[src/mlfq_pkg.sv]
package mlfq_pkg;

	// Request opcodes.
	localparam logic [2:0] OP_ENQUEUE = 3'd0;
	localparam logic [2:0] OP_DEQUEUE = 3'd1;
	localparam logic [2:0] OP_PICK    = 3'd2;
	localparam logic [2:0] OP_CHARGE  = 3'd3;
	localparam logic [2:0] OP_BOOST   = 3'd4;
	localparam logic [2:0] OP_RETIRE  = 3'd5;

	// Enqueue reasons; codes above the signal reason behave as a start.
	localparam logic [2:0] RSN_YIELD  = 3'd0;
	localparam logic [2:0] RSN_WAKE   = 3'd1;
	localparam logic [2:0] RSN_SIGNAL = 3'd3;

	// Configuration register indexes.
	localparam logic [2:0] CFG_QUANTUM0      = 3'd0;
	localparam logic [2:0] CFG_QUANTUM1      = 3'd1;
	localparam logic [2:0] CFG_QUANTUM2      = 3'd2;
	localparam logic [2:0] CFG_QUANTUM3      = 3'd3;
	localparam logic [2:0] CFG_QUANTUM4      = 3'd4;
	localparam logic [2:0] CFG_BOOST_PERIOD  = 3'd5;
	localparam logic [2:0] CFG_PROMOTE_SLEEP = 3'd6;

	localparam int QUANTUM_REGS = 5;

	typedef enum logic [1:0] {
		SLOT_INACTIVE = 2'd0,
		SLOT_RUNNABLE = 2'd1,
		SLOT_RUNNING  = 2'd2,
		SLOT_SLEEPING = 2'd3
	} slot_status_t;

	typedef struct packed {
		slot_status_t status;
		logic [2:0]   level;
		logic [15:0]  budget;
		logic         expired;
	} slot_attr_t;

	typedef enum logic [3:0] {
		S_CLEAR,
		S_IDLE,
		S_READ,
		S_EXEC,
		S_UNL_PREV,
		S_UNL_NEXT,
		S_UNL_SELF,
		S_APP_SELF,
		S_APP_TAIL,
		S_NEXT,
		S_DONE
	} fsm_state_t;

endpackage

[src/mlfq_attr_mem.sv]
module mlfq_attr_mem
	import mlfq_pkg::*;
#(
	parameter int SLOTS = 64
) (
	input  logic                     clk,
	input  logic                     we,
	input  logic [$clog2(SLOTS)-1:0] waddr,
	input  slot_attr_t               wdata,
	input  logic [$clog2(SLOTS)-1:0] raddr,
	output slot_attr_t               rdata
);

	slot_attr_t mem [SLOTS];

	always_ff @(posedge clk) begin
		if (we) begin
			mem[waddr] <= wdata;
		end
	end

	always_ff @(posedge clk) begin
		rdata <= mem[raddr];
	end

endmodule

[src/mlfq_link_mem.sv]
module mlfq_link_mem #(
	parameter int SLOTS = 64
) (
	input  logic                       clk,
	input  logic                       we_next,
	input  logic                       we_prev,
	input  logic [$clog2(SLOTS)-1:0]   waddr,
	input  logic [$clog2(SLOTS+1)-1:0] wnext,
	input  logic [$clog2(SLOTS+1)-1:0] wprev,
	input  logic [$clog2(SLOTS)-1:0]   raddr,
	output logic [$clog2(SLOTS+1)-1:0] rnext,
	output logic [$clog2(SLOTS+1)-1:0] rprev
);

	localparam int LW = $clog2(SLOTS + 1);

	// Each half of an entry has its own write enable.
	logic [LW-1:0] next_mem [SLOTS];
	logic [LW-1:0] prev_mem [SLOTS];

	always_ff @(posedge clk) begin
		if (we_next) begin
			next_mem[waddr] <= wnext;
		end
		if (we_prev) begin
			prev_mem[waddr] <= wprev;
		end
	end

	always_ff @(posedge clk) begin
		rnext <= next_mem[raddr];
		rprev <= prev_mem[raddr];
	end

endmodule

[src/mlfq_scheduler_core.sv]
// A boost check that fires walks every slot in turn. Throughput: one request at
// a time, the next is accepted once the current one has handed its result to the
// output register; the slot memories' single write ports set this.
// Reset: arst_n clears control state, then a clearing pass writes every memory
// entry to its reset value while requests are stalled.
module mlfq_scheduler_core
	import mlfq_pkg::*;
#(
	parameter int SLOTS  = 64,
	parameter int LEVELS = 5
) (
	input  logic        clk,
	input  logic        arst_n,
	input  logic        cfg_we,
	input  logic [2:0]  cfg_index,
	input  logic [19:0] cfg_data,
	input  logic        in_valid,
	output logic        in_stall,
	input  logic [2:0]  opcode,
	input  logic [5:0]  slot,
	input  logic [2:0]  enqueue_reason,
	input  logic [31:0] now_tick,
	input  logic [31:0] block_tick,
	output logic        out_valid,
	input  logic        out_stall,
	output logic        picked_valid,
	output logic [5:0]  picked_slot,
	output logic [2:0]  slot_level,
	output logic [15:0] slot_budget,
	output logic        slot_expired,
	output logic        boost_done
);

	// The per-slot state lives in two memories, each with one read and one write
	// port: attributes (status, level, budget, expired) and the queue links. Each
	// level's queue is a doubly linked list whose head and tail are kept in
	// flip-flops. A link value of SLOTS means no neighbor. Every request is a
	// registered read, then a read-modify-write sequence; all writes of one request
	// finish before the next read is issued, so no forwarding is needed.
	localparam int AW  = $clog2(SLOTS);
	localparam int LW  = $clog2(SLOTS + 1);
	localparam int LIW = $clog2(LEVELS);
	localparam logic [LW-1:0] NULL_LINK = LW'(SLOTS);

	fsm_state_t state_q, state_d;

	// Configuration registers.
	logic [15:0] quantum_q [QUANTUM_REGS];
	logic [19:0] boost_period_q;
	logic [15:0] promote_sleep_q;

	// Request context.
	logic [2:0]    op_q;
	logic [2:0]    reason_q;
	logic          slept_ok_q;
	logic [AW-1:0] cur_q;
	logic [AW-1:0] clr_q;
	logic [LIW-1:0] old_lv_q;
	logic [LW-1:0] pv_q, nx_q;
	slot_attr_t    new_q;
	logic          append_q;
	logic          report_q, picked_q, boosted_q;

	logic [LW-1:0] head_q [LEVELS];
	logic [LW-1:0] tail_q [LEVELS];
	logic [31:0]   last_boost_q;

	// Memory ports.
	slot_attr_t    attr_rd, attr_wd;
	logic          attr_we;
	logic [AW-1:0] attr_wa;
	logic [LW-1:0] link_rnext, link_rprev, link_wnext, link_wprev;
	logic          link_we_next, link_we_prev;
	logic [AW-1:0] link_wa;

	// Output register.
	logic        out_valid_q;
	logic        picked_valid_q;
	logic [5:0]  picked_slot_q;
	logic [2:0]  slot_level_q;
	logic [15:0] slot_budget_q;
	logic        slot_expired_q;
	logic        boost_done_q;

	function automatic logic [2:0] clamp_level(input logic [2:0] lv);
		return (lv >= 3'(LEVELS)) ? 3'(LEVELS - 1) : lv;
	endfunction

	logic        accept;
	logic        slot_in_range;
	logic        boost_due;
	logic        pick_found;
	logic [LIW-1:0] pick_lv;
	logic        out_free;

	assign accept        = in_valid && !in_stall;
	assign in_stall      = (state_q != S_IDLE);
	assign slot_in_range = (32'(slot) < SLOTS);
	assign boost_due     = ((now_tick - last_boost_q) >= 32'(boost_period_q));
	assign out_free      = !out_valid_q || !out_stall;

	// Lowest-numbered non-empty level, the one picked first.
	always_comb begin
		pick_found = 1'b0;
		pick_lv    = '0;
		for (int i = LEVELS - 1; i >= 0; i--) begin
			if (head_q[i] != NULL_LINK) begin
				pick_found = 1'b1;
				pick_lv    = LIW'(i);
			end
		end
	end

	mlfq_attr_mem #(.SLOTS(SLOTS)) u_attr_mem (
		.clk   (clk),
		.we    (attr_we),
		.waddr (attr_wa),
		.wdata (attr_wd),
		.raddr (cur_q),
		.rdata (attr_rd)
	);

	mlfq_link_mem #(.SLOTS(SLOTS)) u_link_mem (
		.clk     (clk),
		.we_next (link_we_next),
		.we_prev (link_we_prev),
		.waddr   (link_wa),
		.wnext   (link_wnext),
		.wprev   (link_wprev),
		.raddr   (cur_q),
		.rnext   (link_rnext),
		.rprev   (link_rprev)
	);

	// Per-opcode update of the slot that was just read.
	slot_attr_t ex_attr;
	logic       ex_write, ex_unlink, ex_append;
	logic [2:0] ex_olv, ex_nlv;
	logic       ex_yield, ex_promote;

	always_comb begin
		ex_attr    = attr_rd;
		ex_write   = 1'b0;
		ex_unlink  = 1'b0;
		ex_append  = 1'b0;
		ex_olv     = clamp_level(attr_rd.level);
		ex_nlv     = ex_olv;
		ex_yield   = (reason_q == RSN_YIELD);
		ex_promote = (reason_q >= RSN_WAKE) && (reason_q <= RSN_SIGNAL) && slept_ok_q;
		case (op_q)
			OP_ENQUEUE: begin
				// Expired yield demotes, a long enough sleep promotes.
				if (attr_rd.expired && ex_yield && (ex_olv < 3'(LEVELS - 1))) begin
					ex_nlv = ex_olv + 3'd1;
				end
				if (ex_promote && (ex_nlv != 3'd0)) begin
					ex_nlv = ex_nlv - 3'd1;
				end
				ex_attr.level   = ex_nlv;
				ex_attr.expired = 1'b0;
				ex_attr.status  = SLOT_RUNNABLE;
				if ((ex_nlv != ex_olv) || attr_rd.expired || !ex_yield) begin
					ex_attr.budget = quantum_q[clamp_level(ex_nlv)];
				end
				ex_write  = 1'b1;
				ex_unlink = (attr_rd.status == SLOT_RUNNABLE);
				ex_append = 1'b1;
			end
			OP_DEQUEUE: begin
				if (attr_rd.status != SLOT_INACTIVE) begin
					ex_attr.status = SLOT_SLEEPING;
				end
				ex_write  = 1'b1;
				ex_unlink = (attr_rd.status == SLOT_RUNNABLE);
			end
			OP_PICK: begin
				ex_attr.status = SLOT_RUNNING;
				ex_write       = 1'b1;
				ex_unlink      = 1'b1;
			end
			OP_CHARGE: begin
				if (attr_rd.budget > 16'd1) begin
					ex_attr.budget = attr_rd.budget - 16'd1;
				end else begin
					ex_attr.budget  = '0;
					ex_attr.expired = 1'b1;
				end
				ex_write = 1'b1;
			end
			OP_BOOST: begin
				// Only idle slots below level 1 move up; running ones stay put.
				if ((attr_rd.status == SLOT_RUNNABLE || attr_rd.status == SLOT_SLEEPING)
						&& (attr_rd.level > 3'd1)) begin
					ex_attr.level   = 3'd1;
					ex_attr.expired = 1'b0;
					ex_write        = 1'b1;
					if (attr_rd.status == SLOT_RUNNABLE) begin
						ex_attr.budget = quantum_q[clamp_level(3'd1)];
						ex_unlink      = 1'b1;
						ex_append      = 1'b1;
					end
				end
			end
			OP_RETIRE: begin
				ex_attr   = '0;
				ex_write  = 1'b1;
				ex_unlink = (attr_rd.status == SLOT_RUNNABLE);
			end
			default: begin
				ex_write = 1'b0;
			end
		endcase
	end

	logic [LIW-1:0] app_lv;
	fsm_state_t     finish_state;

	assign app_lv       = new_q.level[LIW-1:0];
	assign finish_state = (op_q == OP_BOOST) ? S_NEXT : S_DONE;

	// Next state and memory write controls.
	always_comb begin
		state_d      = state_q;
		attr_we      = 1'b0;
		attr_wa      = cur_q;
		attr_wd      = ex_attr;
		link_we_next = 1'b0;
		link_we_prev = 1'b0;
		link_wa      = cur_q;
		link_wnext   = NULL_LINK;
		link_wprev   = NULL_LINK;
		unique case (state_q)
			S_CLEAR: begin
				attr_we      = 1'b1;
				attr_wa      = clr_q;
				attr_wd      = '0;
				link_we_next = 1'b1;
				link_we_prev = 1'b1;
				link_wa      = clr_q;
				if (clr_q == AW'(SLOTS - 1)) begin
					state_d = S_IDLE;
				end
			end
			S_IDLE: begin
				if (accept) begin
					if (opcode == OP_PICK) begin
						state_d = pick_found ? S_READ : S_DONE;
					end else if (opcode == OP_BOOST) begin
						state_d = boost_due ? S_READ : S_DONE;
					end else if (opcode <= OP_RETIRE && slot_in_range) begin
						state_d = S_READ;
					end else begin
						state_d = S_DONE;
					end
				end
			end
			S_READ: begin
				state_d = S_EXEC;
			end
			S_EXEC: begin
				attr_we = ex_write;
				if (ex_unlink) begin
					state_d = S_UNL_PREV;
				end else if (ex_append) begin
					state_d = S_APP_SELF;
				end else begin
					state_d = finish_state;
				end
			end
			S_UNL_PREV: begin
				link_we_next = (pv_q != NULL_LINK);
				link_wa      = pv_q[AW-1:0];
				link_wnext   = nx_q;
				state_d      = S_UNL_NEXT;
			end
			S_UNL_NEXT: begin
				link_we_prev = (nx_q != NULL_LINK);
				link_wa      = nx_q[AW-1:0];
				link_wprev   = pv_q;
				state_d      = S_UNL_SELF;
			end
			S_UNL_SELF: begin
				link_we_next = 1'b1;
				link_we_prev = 1'b1;
				state_d      = append_q ? S_APP_SELF : finish_state;
			end
			S_APP_SELF: begin
				link_we_next = 1'b1;
				link_we_prev = 1'b1;
				link_wprev   = tail_q[app_lv];
				state_d      = S_APP_TAIL;
			end
			S_APP_TAIL: begin
				link_we_next = (tail_q[app_lv] != NULL_LINK);
				link_wa      = tail_q[app_lv][AW-1:0];
				link_wnext   = LW'(cur_q);
				state_d      = finish_state;
			end
			S_NEXT: begin
				state_d = (cur_q == AW'(SLOTS - 1)) ? S_DONE : S_READ;
			end
			S_DONE: begin
				if (out_free) begin
					state_d = S_IDLE;
				end
			end
			default: begin
				state_d = S_IDLE;
			end
		endcase
	end

	always_ff @(posedge clk or negedge arst_n) begin
		if (!arst_n) begin
			state_q <= S_CLEAR;
		end else begin
			state_q <= state_d;
		end
	end

	// Configuration port; writes land whatever the sequencer is doing.
	always_ff @(posedge clk or negedge arst_n) begin
		if (!arst_n) begin
			quantum_q[0]    <= 16'd2;
			quantum_q[1]    <= 16'd4;
			quantum_q[2]    <= 16'd8;
			quantum_q[3]    <= 16'd16;
			quantum_q[4]    <= 16'd32;
			boost_period_q  <= 20'd100;
			promote_sleep_q <= 16'd1;
		end else if (cfg_we) begin
			unique case (cfg_index)
				CFG_QUANTUM0:      quantum_q[0]    <= cfg_data[15:0];
				CFG_QUANTUM1:      quantum_q[1]    <= cfg_data[15:0];
				CFG_QUANTUM2:      quantum_q[2]    <= cfg_data[15:0];
				CFG_QUANTUM3:      quantum_q[3]    <= cfg_data[15:0];
				CFG_QUANTUM4:      quantum_q[4]    <= cfg_data[15:0];
				CFG_BOOST_PERIOD:  boost_period_q  <= cfg_data;
				CFG_PROMOTE_SLEEP: promote_sleep_q <= cfg_data[15:0];
				default: begin
				end
			endcase
		end
	end

	// Request context, queue heads and tails, boost timestamp.
	always_ff @(posedge clk or negedge arst_n) begin
		if (!arst_n) begin
			clr_q        <= '0;
			cur_q        <= '0;
			op_q         <= OP_ENQUEUE;
			reason_q     <= RSN_YIELD;
			slept_ok_q   <= 1'b0;
			old_lv_q     <= '0;
			pv_q         <= NULL_LINK;
			nx_q         <= NULL_LINK;
			new_q        <= '0;
			append_q     <= 1'b0;
			report_q     <= 1'b0;
			picked_q     <= 1'b0;
			boosted_q    <= 1'b0;
			last_boost_q <= '0;
			for (int i = 0; i < LEVELS; i++) begin
				head_q[i] <= NULL_LINK;
				tail_q[i] <= NULL_LINK;
			end
		end else begin
			case (state_q)
				S_CLEAR: begin
					clr_q <= clr_q + AW'(1);
				end
				S_IDLE: begin
					if (accept) begin
						op_q       <= opcode;
						reason_q   <= enqueue_reason;
						slept_ok_q <= ((now_tick - block_tick) >= 32'(promote_sleep_q));
						if (opcode == OP_PICK) begin
							cur_q     <= head_q[pick_lv][AW-1:0];
							picked_q  <= pick_found;
							report_q  <= pick_found;
							boosted_q <= 1'b0;
						end else if (opcode == OP_BOOST) begin
							cur_q     <= '0;
							picked_q  <= 1'b0;
							report_q  <= 1'b0;
							boosted_q <= boost_due;
							if (boost_due) begin
								last_boost_q <= now_tick;
							end
						end else begin
							cur_q     <= AW'(slot);
							picked_q  <= 1'b0;
							boosted_q <= 1'b0;
							report_q  <= (opcode <= OP_RETIRE) && slot_in_range;
						end
					end
				end
				S_EXEC: begin
					old_lv_q <= ex_olv[LIW-1:0];
					pv_q     <= link_rprev;
					nx_q     <= link_rnext;
					new_q    <= ex_attr;
					append_q <= ex_append;
				end
				S_UNL_PREV: begin
					if (pv_q == NULL_LINK) begin
						head_q[old_lv_q] <= nx_q;
					end
				end
				S_UNL_NEXT: begin
					if (nx_q == NULL_LINK) begin
						tail_q[old_lv_q] <= pv_q;
					end
				end
				S_APP_TAIL: begin
					if (tail_q[app_lv] == NULL_LINK) begin
						head_q[app_lv] <= LW'(cur_q);
					end
					tail_q[app_lv] <= LW'(cur_q);
				end
				S_NEXT: begin
					cur_q <= cur_q + AW'(1);
				end
				default: begin
				end
			endcase
		end
	end

	// Output register: parts the sequencer from the consumer.
	always_ff @(posedge clk or negedge arst_n) begin
		if (!arst_n) begin
			out_valid_q <= 1'b0;
		end else if (state_q == S_DONE && out_free) begin
			out_valid_q <= 1'b1;
		end else if (!out_stall) begin
			out_valid_q <= 1'b0;
		end
	end

	always_ff @(posedge clk) begin
		if (state_q == S_DONE && out_free) begin
			picked_valid_q <= picked_q;
			picked_slot_q  <= picked_q ? 6'(cur_q) : 6'd0;
			slot_level_q   <= report_q ? new_q.level : 3'd0;
			slot_budget_q  <= report_q ? new_q.budget : 16'd0;
			slot_expired_q <= report_q ? new_q.expired : 1'b0;
			boost_done_q   <= boosted_q;
		end
	end

	assign out_valid    = out_valid_q;
	assign picked_valid = picked_valid_q;
	assign picked_slot  = picked_slot_q;
	assign slot_level   = slot_level_q;
	assign slot_budget  = slot_budget_q;
	assign slot_expired = slot_expired_q;
	assign boost_done   = boost_done_q;

	// Between requests a level's head and tail are either both empty or both set.
	for (genvar g = 0; g < LEVELS; g++) begin : g_queue_check
		a_head_tail: assert property (@(posedge clk) disable iff (!arst_n)
			(state_q == S_IDLE) |->
				((head_q[g] == NULL_LINK) == (tail_q[g] == NULL_LINK)))
			else $error("level queue head and tail disagree on emptiness");
	end

	// A result never reports both a pick and a boost.
	a_pick_boost: assert property (@(posedge clk) disable iff (!arst_n)
		out_valid |-> !(picked_valid && boost_done))
		else $error("pick and boost reported together");

	// A picked slot always reports a level inside the queue range.
	a_pick_level: assert property (@(posedge clk) disable iff (!arst_n)
		(out_valid && picked_valid) |-> (32'(slot_level) < LEVELS))
		else $error("picked slot reports a level out of range");

	// Link writes address real slots only.
	a_link_addr: assert property (@(posedge clk) disable iff (!arst_n)
		(link_we_next || link_we_prev) |-> (32'(link_wa) < SLOTS))
		else $error("link memory written at a null address");

endmodule

[config.mk]
export PLATFORM = sky130hd
export DESIGN_NAME = mlfq_scheduler_core
export DESIGN_NICKNAME = d
export VERILOG_FILES = /design/src/mlfq_pkg.sv /design/src/mlfq_attr_mem.sv /design/src/mlfq_link_mem.sv /design/src/mlfq_scheduler_core.sv
export SDC_FILE = /design/constraint.sdc
export NUM_CORES = 2
export LEC_CHECK = 0
export ABC_AREA = 0
export BUFFER_PORTS_ARGS = -buffer_cell sky130_fd_sc_hd__buf_2
export CAP_MARGIN = 20
export CORE_ASPECT_RATIO = 0.7
export CORE_MARGIN = 2
export CORE_UTILIZATION = 40
export CTS_BUF_LIST = sky130_fd_sc_hd__clkbuf_4
export CTS_CLUSTER_DIAMETER = 50
export DETAILED_ROUTE_END_ITERATION = 10
export PLACE_DENSITY = 0.66
export SKIP_LAST_GASP = 1
export SYNTH_ARGS = -nofsm -noshare
export SYNTH_HDL_FRONTEND = slang
export SYNTH_SLANG_ARGS = --single-unit
export TNS_END_PERCENT = 30
[constraint.sdc]
create_clock -name clk -period 9.2 [get_ports clk]
set_input_delay 0 -clock clk [delete_from_list [all_inputs] [get_ports clk]]
set_output_delay 0 -clock clk [all_outputs]
set_load 0.05 [all_outputs]
### Yosys cells after proc, flatten, opt, wreduce, memory -nomap -nowiden

Memories as Yosys holds them, arrays and structs flattened. A register that Yosys moved wholly into a read port is not among the register bits.
Index checks and enable logic that the tools add are counted.

| word-level totals | value |
|---|---|
| bits in read-only memories | 0 |
| word-level logic and storage cells | 254 |
| latch bits | 0 |
| output and inout bits | 30 |
| memories | 3 |
| input port bits | 104 |
| memory bits (writable) | 2304 |
| register bits | 311 |

Memory list:

| name | depth | width | rd ports | clocked after memory_dff | write ports | RTL line | text |
|---|---|---|---|---|---|---|---|
| u_attr_mem.mem | 64 | 22 | 1 | 1 | 1 | mlfq_attr_mem.sv:14 | `slot_attr_t mem [SLOTS];` |
| u_link_mem.next_mem | 64 | 7 | 1 | 1 | 1 | mlfq_link_mem.sv:18 | `logic [LW-1:0] next_mem [SLOTS];` |
| u_link_mem.prev_mem | 64 | 7 | 1 | 1 | 1 | mlfq_link_mem.sv:19 | `logic [LW-1:0] prev_mem [SLOTS];` |

| operators by class | value |
|---|---|
| divide/modulo/power cells | 0 |
| magnitude comparators | 16 |
| equality and inequality tests | 47 |
| reduce and logical (&&, ||, !) cells | 43 |
| bitwise logic cells | 5 |
| multiply operators | 0 |
| muxes and demuxes | 92 |
| shifts and indexed selects | 0 |
| add/subtract/negate cells | 7 |

Operators by type and width:

| operator | number |
|---|---|
| 35-bit bitwise mux | 4 |
| 35-bit case mux with 2 select lines | 2 |
| 35-bit two-way mux | 3 |
| 16-bit two-way mux | 5 |
| 17-bit case mux with 4 select lines | 1 |
| 32-bit subtractor | 2 |
| 7-bit != test (second input constant) | 8 |
| 16-bit binary-select mux with 3-bit select | 1 |
| 4-bit two-way mux | 12 |
| 4-bit case mux with 11 select lines | 1 |
| 7-bit binary-select mux with 3-bit select | 2 |
| 7-bit demux with 3-bit select | 2 |
| 6-bit two-way mux | 6 |
| 3-bit two-way mux | 11 |
| 32-bit by 16-bit >= comparator with 1-bit output | 1 |
| 32-bit by 20-bit >= comparator with 1-bit output | 1 |
| 7-bit two-way mux | 4 |
| 7-bit case mux with 2 select lines | 2 |
| 6-bit case mux with 4 select lines | 1 |
| 1-bit two-way mux | 22 |
| 22-bit two-way mux | 1 |
| 7-bit equality test (second input constant) | 3 |
| 20-bit two-way mux | 1 |
| 2-bit AND reduction | 10 |
| 46 further kinds | 104 |

### Logic depth before layout (Yosys ltp)

| logic depth | value |
|---|---|
| word-level depth | 19 |
| depth in mapped cells | 22 |
| depth with buffers taken out | 22 |

### Hierarchy

Synthesis repeated with hierarchy kept, for this count alone.

| unflattened totals | value |
|---|---|
| cell total of the unflattened synthesis | 6253 |
| area total of the unflattened synthesis | 109854.1 um2 |

By module, submodules not included:

| module | cells each | area each (um2) | instances | sequential area each (um2) |
|---|---|---|---|---|
| mlfq_attr_mem | 2410 | 54496.0 | 1 | 42721.0 |
| mlfq_link_mem | 1640 | 35024.8 | 1 | 27186.1 |
| mlfq_scheduler_core | 2203 | 20333.3 | 1 | 7948.9 |

### Worst setup path after synthesis

Ideal clock, no wire load.

| path | value |
|---|---|
| path type | register -> register |
| from | register reason_q[0] |
| to | memory u_attr_mem.mem[0][12] in the netlist's numbering, data pin |
| required time | 8.701 ns |
| buffers on the path | 2 |
| setup time | 0.499 ns |
| slack | 3.750 ns |
| clock period less this slack | 5.450 ns |
| arrival time | 4.951 ns |
| stages on the path, launching flop included | 16 |
| cell sequence | dfrtp_1 nor4b_2 xnor2_1 or2_2 ha_1 and3_1 a211o_1 a22oi_2 buf_4 buf_2 mux2i_1 mux2_2 o21ai_0 nand2_1 o2bb2ai_1 nor2_1 |

RTL lines:

| element | RTL line | text |
|---|---|---|
| start, declared | mlfq_scheduler_core.sv:54 | `logic [2:0] reason_q;` |
| start signal, assigned | mlfq_scheduler_core.sv:375 | `reason_q <= enqueue_reason;` |
| end, declared | mlfq_attr_mem.sv:14 |  |

### Final worst setup path

| path | value |
|---|---|
| from | input port now_tick[0] |
| to | register slept_ok_q |

| between the ends | value |
|---|---|
| longest elaborated chain between the ends | 2 |

Ends and longest elaborated chain:

| element | RTL line | text |
|---|---|---|
| start, declared | mlfq_scheduler_core.sv:22 | `input logic [31:0] now_tick,` |
| 32-bit subtractor | mlfq_scheduler_core.sv:376 | `slept_ok_q <= ((now_tick - block_tick) >= 32'(promote_sleep_q));` |
| 32-bit by 16-bit >= comparator with 1-bit output | mlfq_scheduler_core.sv:376 |  |
| end signal, assigned | mlfq_scheduler_core.sv:376 |  |
| end, declared | mlfq_scheduler_core.sv:55 | `logic slept_ok_q;` |

No other way between the ends.
A chain may end at the register's enable or synchronous reset.

==> impl_metrics.yaml <==
sta:
  period_share_pct: 64.56
  hold_viol_final: 0
  finalSetupTns_ns: 0
  slew_violations: 0
  fin_crit_ns: 5.939
  skew_ns: 0.1442
  fmax_mhz: 168.4
  setup_violations: 0
  slew_headroom_pct: 23.92
  rsz0062_at_grt: "false"
  tightest_slew_ns: 1.137
worst_hold_path:
  hold_start: "cfg_data[1]"
  hold_path_class: "in2reg"
pwr:
  internal-power_mw: 27.44
  power_density_mw_per_mm2: 341.0
  p_leak_nw: 42.25
  p_clk_share_pct: 22.5
  swShare_pct: 35.90
  pwr-share-seq_pct: 41.1
  p_comb_share_pct: 36.4
  switching_power_mw: 15.37
  peakVddDrop_v: 0.0004331
route:
  postRouteAntennaNets: 0
  wl_per_cell_microns: 26.46
  finalWirelength_microns: 284000
  num_vias: 61540
  first_pass_iters: 8
  via_per_inst: 5.735
  drt_iter0_markers: 7630
  drc: 0
finish:
  synthToLayoutAreaGrowth_pct: 14.61
  fin_util_pct: 46.14
  layout-drive-gt1-share_pct: 33.43
  fin_nets: 6829
floorplanning:
  rows: 160
  die_w_microns: 629.4
  fp.dieArea_sq_mm: 0.2781
  die_h_microns: 441.8
  num_io_pins: 134
  coreArea_sq_mm: 0.2721
  initial_core_util_pct: 40.26
clock_network:
  clk_pin_slew_ns: 0.08
  post_cts_buffers: 0
  holdBufCountCts: 210
  cts_buffer_depth: 4
  post_cts_resized: 0
  numCtsBuffers: 630
  cts-root-buf: "clkbuf_4"
  worst_skew_pair.late_latency_ns: 1.36
  cts_tree: "yes"
  htree_levels: 6
  clock_sinks: 2651
status:
  outcome: "complete, no violations"
flow_run:
  drv_cap: 0
grt:
  first_global_vias: 61550
  antenna_found_initial: 19
  grt_usage_pct: 20.15
  grt_pass1_wl_microns: 416200
  grt_max_degree: 189
  grt-ovfl-total: 0
critical_path:
  max_stage_delay_ns: 0.59
  worst-path-buf-inv: 7
  crit_arrival_ns: 7.11
  endpoint_kind: "flip-flop"
  startpoint_type: "input pin"
  critPathKind: "in2reg"
  cpMostUsedCell: "dlygate4sd3_1"
  timing.rr.start: "last_boost_q[0]$_DFFE_PN0P_"
  cp_data_required_time_ns: 10.37
  crit_slowest_cell: "dlygate4sd3_1"
  cp-startpoint: "now_tick[0]"
  cp_top_family: "buffers and inverters"
  worstPathMaxFanout: 3
logic_synthesis:
  synth_flop_cell: "edfxtp_1"
  synth_edf_count: 2332
  ys_ff_latch: 2651
  synth_nets: 6028
  avgSynthCellArea_sq_um: 18.83
  syn_area_sq_mm: 0.1095
  async_flop_share_pct: 10.68
  syn-instance-count: 5817
  yosysSeqAreaShare_pct: 71.08
  yosys_warnings: 0
  synth.distinct_cells: 86
placed_design:
  place_congestion: 0.9045
  place_hpwl_microns: 167200
  portBuffers: 133
==> final timing paths <==
check	slack (ns)	to	depth (start not counted)
worst max-delay path	3.26	slept_ok_q$_DFFE_PN0P_	26
min in group asynchronous	0.44	new_q[6]$_DFFE_PN0P_	5
worst max register to register	3.58	last_boost_q[16]$_DFFE_PN0P_	21
max in group asynchronous	7.75	tail_q[4]$_DFFE_PN0P_	5
worst min register to register	0.38	pv_q[6]$_DFFE_PN1P_	2
worst min-delay path	0.23	quantum_q[49]$_DFFE_PN0P_	4
==> synthesized netlist by cell type, types with 20 or more instances <==
library cell	n	area share, %
dfstp_2	21	0.50
clkbuf_1	255	0.87
buf_1	68	0.23
nand4_1	20	0.11
edfxtp_1	2332	64
nor2_1	388	1.3
nand2_1	234	0.80
mux2i_1	40	0.37
mux2_4	29	0.40
dfxtp_1	36	0.66
a22o_1	20	0.16
nand3_1	40	0.18
mux2_2	144	1.5
xor2_1	22	0.18
a21o_1	38	0.26
a21oi_1	188	0.86
nor2b_1	32	0.18
xnor2_1	31	0.25
nor3_1	48	0.22
a32oi_1	42	0.34
nand2b_1	34	0.19
ha_1	105	1.2
and2_1	38	0.22
o21ai_0	135	0.62
dfrtp_1	262	6.0
a211oi_1	34	0.23
mux4_2	762	16
inv_1	131	0.45
==> worst register-to-register path, delay by kind of cell (launching register included) <==
family                   cells  cell delay (ns)
AO/OA/AOI/OAI                9             2.26
buffers and inverters        3             0.94
adder cells (fa/ha/maj)      3             0.78
AND/OR/NAND/NOR              4             0.64
multiplexers                 1             0.39
flip-flops                   1             0.35
XOR/XNOR                     1             0.10
==> registers in the layout, summed over array words and instances (netlist names), 4 cells and up <==
register	count
pv_q	7
quantum_q	80
state_q	4
cur_q	6
slot_budget	16
u_link_mem.rnext	7
clr_q	6
u_link_mem.next_mem	448
u_attr_mem.rdata	22
nx_q	7
u_link_mem.rprev	7
u_attr_mem.mem	1408
last_boost_q	32
new_q	17
boost_period_q	20
promote_sleep_q	16
tail_q	35
u_link_mem.prev_mem	448
head_q	35
picked_slot	6
==> power by group through the flow <==
stage / registers [mW] / clock network [mW] / logic, mW
2_1_floorplan: 17.3 / 0 / 9.87
3_3_place_gp: 17.8 / 0 / 14.9
3_5_place_dp: 17.8 / 0 / 15.3
4_1_cts: 17.6 / 9.83 / 15.5
5_1_grt: 17.7 / 10.4 / 16.6
6_report: 17.6 / 9.62 / 15.6
==> final cells by class <==
class	instances	area [sq um]
diodes	9	22.52
repair buffers	499	4204
clock inverters	164	1016
fillers	22880	146500
clock buffers	927	6959
multi-input cells	2705	30410
well taps	3645	4561
flip-flops and latches	2651	77880
inverters	131	491.7
==> cell families (layout without fill, tap and decap cells) <==
kind of cell	after synthesis	count (layout)	synth area share, %
flip-flops	2651	2651	71.08
other	0	9	0
buffers and inverters	461	1721	1.613
multiplexers	975	975	17.91
XOR/XNOR	53	53	0.4238
AND/OR/NAND/NOR	923	923	3.856
adder cells (fa/ha/maj)	107	107	1.236
AO/OA/AOI/OAI	647	647	3.878
==> cells in the final DEF, fill, tap and decap left out, drive strengths merged, types with 49 or more instances in the layout <==
cell type	netlist	routed
edfxtp	2332	2332
clkbuf	255	927
mux4	762	762
nor2	388	388
buf	75	290
dfrtp	262	262
nand2	234	234
dlygate4sd3	0	209
a21oi	188	188
mux2	173	173
inv	131	147
o21ai	137	137
clkinv	0	124
ha	105	105
nor3	49	49
==> metal layers <==
metal  up-vias  wire length [microns]  track usage, %
li1      25670                      -               -
met1     32050                 121800           30.28
met2      3404                 125800           29.39
met3       410                  31110           5.033
met4        12                   5250           5.039
met5         -                     77               0
==> through the flow <==
stage	instance area [sq um]	std cells	setup slack, ns	total power, mW	hold slack (ns)
3_3_place_gp	115200	9411	4.089	32.69	0.1061
3_5_place_dp	115300	9416	3.918	33.09	0.1117
6_report	125500	10730	3.261	42.81	0.2308
2_1_floorplan	109500	5817	3.750	27.17	-0.2956
5_1_grt	125500	10730	3.024	44.76	0.1804
4_1_cts	125400	10720	3.580	42.92	0.08548
Power figures use the tool's default switching activity.
